==> src/rtl/core/stable_priority_queue_assert.svh <==
// Assertion macros shared by the priority queue RTL.
// Included by spq_engine.sv; the macros expect aclk and aresetn in scope.
`ifndef STABLE_PRIORITY_QUEUE_ASSERT_SVH
`define STABLE_PRIORITY_QUEUE_ASSERT_SVH

`ifndef SYNTHESIS

// Same-cycle implication, checked out of reset.
`define SPQ_ASSERT_NOW(label, ante, cons, msg) \
    label: assert property (@(posedge aclk) disable iff (!aresetn) (ante) |-> (cons)) \
        else $error(msg);

// Next-cycle implication, checked out of reset.
`define SPQ_ASSERT_NEXT(label, ante, cons, msg) \
    label: assert property (@(posedge aclk) disable iff (!aresetn) (ante) |=> (cons)) \
        else $error(msg);

`else

`define SPQ_ASSERT_NOW(label, ante, cons, msg)
`define SPQ_ASSERT_NEXT(label, ante, cons, msg)

`endif

`endif

==> src/rtl/core/spq_pkg.sv <==
// Shared types and codes of the stable priority queue.
// No dependencies; used by spq_engine and stable_priority_queue.
package spq_pkg;

    // Default sizing.
    localparam int DEPTH_DEF      = 16;
    localparam int ITEM_BYTES_DEF = 4;

    // Operation selector codes.
    localparam logic [2:0] FN_PUSH  = 3'd0;
    localparam logic [2:0] FN_POP   = 3'd1;
    localparam logic [2:0] FN_PEEK  = 3'd2;
    localparam logic [2:0] FN_FIND  = 3'd3;
    localparam logic [2:0] FN_CLEAR = 3'd4;

    // Result status codes.
    localparam logic [1:0] STAT_OK    = 2'd0;
    localparam logic [1:0] STAT_EMPTY = 2'd1;
    localparam logic [1:0] STAT_FULL  = 2'd2;

    // One request as captured from the input channel.
    typedef struct packed {
        logic [2:0]         func;
        logic [31:0]        item_data;
        logic signed [15:0] priority_req;
    } req_t;

    // One result as handed to the output register.
    typedef struct packed {
        logic [1:0]         status;
        logic [31:0]        data_out;
        logic               found;
        logic [4:0]         entry_total;
        logic signed [15:0] head_priority;
    } rsp_t;

    // Engine handshake status toward the top level.
    typedef struct packed {
        logic idle;
        logic done;
    } eng_stat_t;

endpackage

==> src/rtl/core/spq_engine.sv <==
// Sequencer, entry memory and shared compare stage of the priority queue.
// Depends on spq_pkg and stable_priority_queue_assert.svh.
`include "stable_priority_queue_assert.svh"

module spq_engine #(
    parameter int DEPTH      = spq_pkg::DEPTH_DEF,
    parameter int ITEM_BYTES = spq_pkg::ITEM_BYTES_DEF
) (
    input  logic                 aclk,
    input  logic                 aresetn,
    input  logic                 start,
    input  spq_pkg::req_t        req,
    input  logic                 out_free,
    output spq_pkg::eng_stat_t   stat,
    output spq_pkg::rsp_t        rsp
);

    localparam int DW = (ITEM_BYTES * 8 >= 32) ? 32 : ITEM_BYTES * 8;
    localparam int EW = DW + 16;
    localparam int AW = $clog2(DEPTH);
    localparam int CW = $clog2(DEPTH + 1);

    localparam logic [2:0] S_IDLE = 3'd0;
    localparam logic [2:0] S_RD   = 3'd1;
    localparam logic [2:0] S_CMP  = 3'd2;
    localparam logic [2:0] S_WNEW = 3'd3;
    localparam logic [2:0] S_DONE = 3'd4;

    logic [2:0]    state_reg, state_next;
    logic [2:0]    func_reg, func_next;
    logic [DW-1:0] word_reg, word_next;
    logic [15:0]   prio_reg, prio_next;
    logic [AW-1:0] ptr_reg, ptr_next;
    logic [CW-1:0] count_reg, count_next;
    logic [1:0]    status_reg, status_next;
    logic [DW-1:0] dout_reg, dout_next;
    logic          found_reg, found_next;
    logic [15:0]   head_prio_reg;
    logic [EW-1:0] rdata_reg;

    logic [EW-1:0] mem [DEPTH];

    logic          wr_en;
    logic [AW-1:0] wr_addr;
    logic [EW-1:0] wr_data;
    logic [AW-1:0] rd_addr;
    logic [15:0]   rd_prio;
    logic [DW-1:0] rd_data;
    logic          prio_lt;
    logic          data_eq;
    logic [CW-1:0] ptr_inc;
    logic          last;
    logic          done;

    // Push walks from the tail toward the head, so it reads one slot below the pointer.
    assign rd_addr = (func_reg == spq_pkg::FN_PUSH) ? ptr_reg - 1'b1 : ptr_reg;

    // Shared compare stage working on the registered read data.
    assign rd_prio = rdata_reg[EW-1:DW];
    assign rd_data = rdata_reg[DW-1:0];
    assign prio_lt = $signed(rd_prio) < $signed(prio_reg);
    assign data_eq = (rd_data == word_reg);
    assign ptr_inc = CW'(ptr_reg) + 1'b1;
    assign last    = (ptr_inc == count_reg);

    // Sequencer.
    always_comb begin
        state_next  = state_reg;
        func_next   = func_reg;
        word_next   = word_reg;
        prio_next   = prio_reg;
        ptr_next    = ptr_reg;
        count_next  = count_reg;
        status_next = status_reg;
        dout_next   = dout_reg;
        found_next  = found_reg;
        wr_en       = 1'b0;
        wr_addr     = ptr_reg;
        wr_data     = {prio_reg, word_reg};
        done        = 1'b0;

        case (state_reg)
            S_IDLE: begin
                if (start) begin
                    func_next   = req.func;
                    word_next   = req.item_data[DW-1:0];
                    prio_next   = req.priority_req;
                    status_next = spq_pkg::STAT_OK;
                    dout_next   = '0;
                    found_next  = 1'b0;
                    ptr_next    = '0;
                    case (req.func)
                        spq_pkg::FN_PUSH: begin
                            if (count_reg == CW'(DEPTH)) begin
                                status_next = spq_pkg::STAT_FULL;
                                state_next  = S_DONE;
                            end else begin
                                ptr_next   = AW'(count_reg);
                                state_next = (count_reg == '0) ? S_WNEW : S_RD;
                            end
                        end
                        spq_pkg::FN_POP, spq_pkg::FN_PEEK: begin
                            if (count_reg == '0) begin
                                status_next = spq_pkg::STAT_EMPTY;
                                state_next  = S_DONE;
                            end else begin
                                state_next = S_RD;
                            end
                        end
                        spq_pkg::FN_FIND: begin
                            state_next = (count_reg == '0) ? S_DONE : S_RD;
                        end
                        spq_pkg::FN_CLEAR: begin
                            count_next = '0;
                            state_next = S_DONE;
                        end
                        default: begin
                            state_next = S_DONE;
                        end
                    endcase
                end
            end
            S_RD: begin
                state_next = S_CMP;
            end
            S_CMP: begin
                case (func_reg)
                    spq_pkg::FN_PUSH: begin
                        if (prio_lt) begin
                            // Lower priority entry moves one slot toward the tail.
                            wr_en    = 1'b1;
                            wr_data  = rdata_reg;
                            ptr_next = ptr_reg - 1'b1;
                            state_next = (ptr_reg == AW'(1)) ? S_WNEW : S_RD;
                        end else begin
                            // Equal or higher entry stays ahead, which keeps ties in arrival order.
                            wr_en      = 1'b1;
                            count_next = count_reg + 1'b1;
                            state_next = S_DONE;
                        end
                    end
                    spq_pkg::FN_POP: begin
                        if (ptr_reg == '0) begin
                            dout_next = rd_data;
                        end else begin
                            wr_en   = 1'b1;
                            wr_addr = ptr_reg - 1'b1;
                            wr_data = rdata_reg;
                        end
                        if (last) begin
                            count_next = count_reg - 1'b1;
                            state_next = S_DONE;
                        end else begin
                            ptr_next   = ptr_reg + 1'b1;
                            state_next = S_RD;
                        end
                    end
                    spq_pkg::FN_PEEK: begin
                        dout_next  = rd_data;
                        state_next = S_DONE;
                    end
                    spq_pkg::FN_FIND: begin
                        if (data_eq) begin
                            found_next = 1'b1;
                            state_next = S_DONE;
                        end else if (last) begin
                            state_next = S_DONE;
                        end else begin
                            ptr_next   = ptr_reg + 1'b1;
                            state_next = S_RD;
                        end
                    end
                    default: begin
                        state_next = S_DONE;
                    end
                endcase
            end
            S_WNEW: begin
                wr_en      = 1'b1;
                count_next = count_reg + 1'b1;
                state_next = S_DONE;
            end
            S_DONE: begin
                if (out_free) begin
                    done       = 1'b1;
                    state_next = S_IDLE;
                end
            end
            default: begin
                state_next = S_IDLE;
            end
        endcase
    end

    // Control registers.
    always_ff @(posedge aclk) begin
        if (!aresetn) begin
            state_reg <= S_IDLE;
            count_reg <= '0;
        end else begin
            state_reg <= state_next;
            count_reg <= count_next;
        end
    end

    // Payload registers.
    always_ff @(posedge aclk) begin
        func_reg   <= func_next;
        word_reg   <= word_next;
        prio_reg   <= prio_next;
        ptr_reg    <= ptr_next;
        status_reg <= status_next;
        dout_reg   <= dout_next;
        found_reg  <= found_next;
    end

    // Entry memory: one write port, one registered read port.
    always_ff @(posedge aclk) begin
        if (wr_en) begin
            mem[wr_addr] <= wr_data;
        end
        if (state_reg == S_RD) begin
            rdata_reg <= mem[rd_addr];
        end
    end

    // Shadow of the head entry's priority, refreshed on every write to slot zero.
    always_ff @(posedge aclk) begin
        if (wr_en && wr_addr == '0) begin
            head_prio_reg <= wr_data[EW-1:DW];
        end
    end

    assign stat.idle = (state_reg == S_IDLE);
    assign stat.done = done;

    assign rsp.status        = status_reg;
    assign rsp.data_out      = 32'(dout_reg);
    assign rsp.found         = found_reg;
    assign rsp.entry_total   = 5'(count_reg);
    assign rsp.head_priority = (count_reg == '0) ? '0 : head_prio_reg;

    `SPQ_ASSERT_NOW(a_count_bound, 1'b1, count_reg <= CW'(DEPTH), "entry count above depth")
    `SPQ_ASSERT_NOW(a_wr_in_range, wr_en, CW'(wr_addr) <= count_reg, "write beyond filled region")
    `SPQ_ASSERT_NOW(a_done_slot_free, done, out_free, "result finished into a busy output slot")
    `SPQ_ASSERT_NEXT(a_count_step, start && stat.idle, (count_reg == $past(count_reg)) || (count_reg == '0) || (count_reg == $past(count_reg) + 1'b1) || (count_reg == $past(count_reg) - 1'b1), "entry count moved by more than one")

endmodule

==> src/rtl/core/stable_priority_queue.sv <==
// Top level of the stable priority queue: stream ports and output register.
// Depends on spq_pkg and spq_engine.
//
//  channel  | direction | tdata (low bit up)                              | tuser
//  ---------+-----------+-------------------------------------------------+--------
//  s_axis   | in        | item_data[31:0], priority_req[15:0]             | func
//  m_axis   | out       | status, data_out, found, entry_total, head_prio | none
//
// Push moves each entry of lower priority one slot toward the tail; pop shifts
// every stored entry toward the head; contains compares entries until a match.
// The entry memory's single read port serialises the entry visits. Reset clears
// the entry count, not the entry memory; no clearing pass. A result waits in the
// output register while the next item is taken; the engine holds its finished
// result only when that register is still occupied.
module stable_priority_queue #(
    parameter int DEPTH      = spq_pkg::DEPTH_DEF,
    parameter int ITEM_BYTES = spq_pkg::ITEM_BYTES_DEF
) (
    input  logic        aclk,
    input  logic        aresetn,
    input  logic        s_axis_tvalid,
    output logic        s_axis_tready,
    input  logic [47:0] s_axis_tdata,   // item_data[31:0], priority_req[47:32]
    input  logic [2:0]  s_axis_tuser,   // func[2:0]
    output logic        m_axis_tvalid,
    input  logic        m_axis_tready,
    output logic [55:0] m_axis_tdata    // status[1:0], data_out[33:2], found[34],
                                        // entry_total[39:35], head_priority[55:40]
);

    spq_pkg::req_t      req;
    spq_pkg::rsp_t      rsp;
    spq_pkg::eng_stat_t stat;
    logic               start;
    logic               out_free;
    logic               m_valid_reg, m_valid_next;
    logic [55:0]        m_data_reg;

    // Unpack the input item.
    assign req.func         = s_axis_tuser;
    assign req.item_data    = s_axis_tdata[31:0];
    assign req.priority_req = s_axis_tdata[47:32];

    assign s_axis_tready = stat.idle;
    assign start         = s_axis_tvalid && stat.idle;
    assign out_free      = !m_valid_reg || m_axis_tready;

    spq_engine #(
        .DEPTH      (DEPTH),
        .ITEM_BYTES (ITEM_BYTES)
    ) u_engine (
        .aclk     (aclk),
        .aresetn  (aresetn),
        .start    (start),
        .req      (req),
        .out_free (out_free),
        .stat     (stat),
        .rsp      (rsp)
    );

    // Output register valid flag.
    always_comb begin
        m_valid_next = m_valid_reg;
        if (stat.done) begin
            m_valid_next = 1'b1;
        end else if (m_axis_tready) begin
            m_valid_next = 1'b0;
        end
    end

    always_ff @(posedge aclk) begin
        if (!aresetn) begin
            m_valid_reg <= 1'b0;
        end else begin
            m_valid_reg <= m_valid_next;
        end
    end

    // Output register payload, packed from the lowest field up.
    always_ff @(posedge aclk) begin
        if (stat.done) begin
            m_data_reg <= {rsp.head_priority, rsp.entry_total, rsp.found,
                           rsp.data_out, rsp.status};
        end
    end

    assign m_axis_tvalid = m_valid_reg;
    assign m_axis_tdata  = m_data_reg;

endmodule

==> config.mk <==
export PLATFORM = sky130hd
export DESIGN_NAME = stable_priority_queue
export DESIGN_NICKNAME = d
export VERILOG_FILES = /design/src/rtl/core/spq_pkg.sv /design/src/rtl/core/spq_engine.sv /design/src/rtl/core/stable_priority_queue.sv
export VERILOG_INCLUDE_DIRS = /design/src /design/src/rtl/core
export SDC_FILE = /design/constraint.sdc
export NUM_CORES = 1
export LEC_CHECK = 0
export BUFFER_PORTS_ARGS = -buffer_cell sky130_fd_sc_hd__buf_2
export CORE_MARGIN = 5
export CORE_UTILIZATION = 64
export CTS_BUF_LIST = sky130_fd_sc_hd__clkbuf_2
export DETAILED_ROUTE_END_ITERATION = 12
export GPL_ROUTABILITY_DRIVEN = 0
export PLACE_DENSITY_LB_ADDON = 0.15
export SYNTH_ARGS = -nofsm -noshare
export SYNTH_HDL_FRONTEND = slang
export SYNTH_HIERARCHICAL = 1
export SYNTH_SLANG_ARGS = --single-unit
==> constraint.sdc <==
create_clock -name aclk -period 5 [get_ports aclk]
set_input_delay 1 -clock aclk [delete_from_list [all_inputs] [get_ports aclk]]
set_output_delay 1 -clock aclk [all_outputs]
set_load 0.03 [all_outputs]
==> results by group <==
Outcome
  – Outcome: completed

Synth
  – Share of the synthesized area in the top cell type: 0.769
  – Synthesized instance count: 1,672
  – Syn Nets: about 1,700
  – Ys Warns: 6
  – Synth area leader: edfxtp_1
  – Synth async-reset ratio: 0
  – Distinct cells, synth: 59
  – Mapped cell area: ~0.038 sq mm
  – Number of synthesized flops with an enable pin: 962
  – Sequential area share after synthesis: 0.774
  – Main area contributors after synthesis: edfxtp_1, mux4_2, mux2_1, xnor2_1, ha_1
  – #FFs+latches synth: a little under 1,000
  – Main synth FF type: edfxtp_1
  – Syn avg cell area: 22.5 sq um

Cells and area
  – Post-Route Utilization: 0.728
  – Area Overhead vs Synth: 12.2%
  – Non-Filler Instances: 2,975
  – Share of cells above drive strength 1: 0.359
  – Max reg flops: approximately 770
  – Most frequent cells in the layout: edfxtp_1, clkbuf_2, mux4_2
  – Commonest non-fill, non-tap cell in the layout: edfxtp_1
  – Fill count: 3,443
  – Design area: 0.0421 sq mm
  – Final Net Count: approximately 2,100

Setup path
  – Worst-path fanout max: 36
  – Critical Path End Type: register
  – Worst endpoint data arrival time: 5.34 ns
  – Crit path launch type: register
  – Critical path type: register to register
  – Worst EP required: about 6 ns
  – CP max stage delay: around 0.66 ns
  – Crit-path cells: ha_1 -> and4_1 -> o311ai_1 -> o41ai_1 -> nor3_1 -> or2_1 -> a31oi_4 -> buf_12 -> mux2_1
  – CP max-delay cell: o41ai_1

CTS
  – CTS resizes: 0
  – Clk_lat worst skew: between 1 and 1.5 ns
  – TritonCTS Buffers: 223
  – Sink Count: 971
  – CTS tree: done
  – Clk root buf: clkbuf_2
  – CTS H-tree lvls: 4
  – Clock edge transition at the registers on the reported setup and hold paths: 0.11 ns
  – Deepest clock path buffer count: 3

Die
  – Initial Util: 0.649
  – I/O pin cnt: 113
  – Core box area: 0.0579 sq mm
  – Die Area: approximately 0.064 sq mm
  – Std cell rows: 88
  – Die Span Y: 252 um
  – Die width: 252 um

STA
  – Fin. Hold Viols: 0
  – Worst rel slew slack: 0.224
  – Max Slew Vio Count: 0
  – Endpoints failing setup: 0
  – Setup TNS: 0 ns
  – Clock period minus worst slack: 4.32 ns
  – Worst-Margin Slew: 1.16 ns
  – Clock Skew: 0.0732 ns
  – Unrepaired setup endpoints after global routing: no
  – Hold Slack: about 0.24 ns
  – Final period util: 0.864
  – Achievable clock frequency: 0.232 GHz
  – Final WS setup: approximately 0.68 ns

Drt
  – Number of DRC violations after detailed-routing iteration 0: about 2,100
  – ANT nets after route: 0
  – Total vias in the final route: 19,000
  – Total wire length: 85.4 mm
  – # DRC: 0
  – First drt pass iteration count: 7
  – Avg WL per Cell: 28.7 um
  – Vias per cell: 6.38

GRT
  – Tot GR Track Use: 0.275
  – Largest net degree at the start of global routing: 75
  – Gr ovfl total: 0
  – Initial antenna violation count: 2
  – Vias in the first global route: between 15,000 and 20,000
  – First-pass GRT wire length: around 130 mm

Power
  – Clock share of power: 0.312
  – VDD IR max: between 200 and 250 uV
  – Share of total power in sequential cells: 0.590
  – Power Density: 371 mW/mm^2
  – Net switching power figure: 3.88 mW
  – Logic gate share of total power: 0.098
  – Power, Total: 15.7 mW
  – Switch share: 0.248
  – Pint: 11.8 mW
  – Leakage: 14.1 nW

Flow run
  – Max-cap violations: 0

Placement
  – Setup WS pre-CTS: slightly above 0.8 ns
  – HPWL reported at the end of detailed placement: 44.2 mm
  – Placed cell area: 0.0395 sq mm
  – Placed cell count: 2,511
  – Buffers on Ports: 112

Min path
  – Worst Hold Class: input port to register
## path summary, 6_finish.rpt
path              depth (start not counted)               endpoint              startpoint  slack, ns
setup / recovery                          9   u_engine/mem[10][22]  u_engine/rdata_reg[47]       0.68
hold / removal                            4  u_engine/state_reg[0]           s_axis_tvalid       0.24
setup reg to reg                          9   u_engine/mem[10][22]  u_engine/rdata_reg[47]       0.68
hold reg to reg                           0       m_axis_tdata[20]   u_engine/dout_reg[18]       0.43
## cells in the mapped netlist (all sizes together), types with 20 or more instances
library cell and instances:
clkbuf 41, ha 21, xnor2 37, nor2b 26
buf 42, edfxtp 962, and3 33, nand2 23
inv 25, nor2 27, a21oi 20, mux2 47
mux4 240
## kinds of logic after synthesis
| group | Yosys count | synth area share |
|---|---|---|
| flip-flops | 971 | 0.774 |
| multiplexers | 290 | 0.159 |
| AND/OR/NAND/NOR | 167 | 0.0251 |
| buffers and inverters | 108 | 0.0121 |
| AO/OA/AOI/OAI | 69 | 0.0125 |
| XOR/XNOR | 46 | 0.0107 |
| adder cells (fa/ha/maj) | 21 | 0.00699 |
## final cells by class
| class | instances | area, sq um | share of cell area |
|---|---|---|---|
| antenna | 5 | 12.5 | 0.000297 |
| clock inverter | 79 | 402 | 0.00953 |
| clock buffer | 326 | 1630 | 0.0387 |
| multi-input combinational | 593 | 8260 | 0.196 |
| sequential | 971 | 29100 | 0.690 |
| inverter | 25 | 93.8 | 0.00223 |
| timing repair buffer | 211 | 1710 | 0.0407 |
| tap | 765 | 957 | 0.0227 |
## power groups by stage
stage | Combinational [mW] | Clock (mW) | Sequential (mW)
floorplan | 1.05 | 0 | 9.44
global placement | 1.48 | 0 | 9.42
detailed placement | 1.51 | 0 | 9.42
CTS | 1.54 | 5.03 | 9.23
global route | 1.64 | 5.51 | 9.25
finish | 1.53 | 4.88 | 9.23
## what timing repair did
item / CTS / global route
hold buffers: 54 / 0
hold endpoints to repair: 60 / 0
setup buffers: 0 / 0
## routing by layer
layer / part of all wire / global-route usage / vias up
met5: 0 / 0 / -
met3: 0.095 / 0.0599 / 123
met1: 0.39 / 0.393 / 9861
met4: 0.017 / 0.0746 / 0
li1: - / - / 7879
met2: 0.50 / 0.445 / 1116
## worst max-delay path: cells and delay by family, from the launching register on
family / cells / cell delay, ns
compound gates: 3 / 1.36
simple gates: 3 / 0.73
mux: 1 / 0.56
flops: 1 / 0.43
fa+ha+maj: 1 / 0.41
buf+inv: 1 / 0.38
Note: power is estimated with default switching activity, not from simulation.
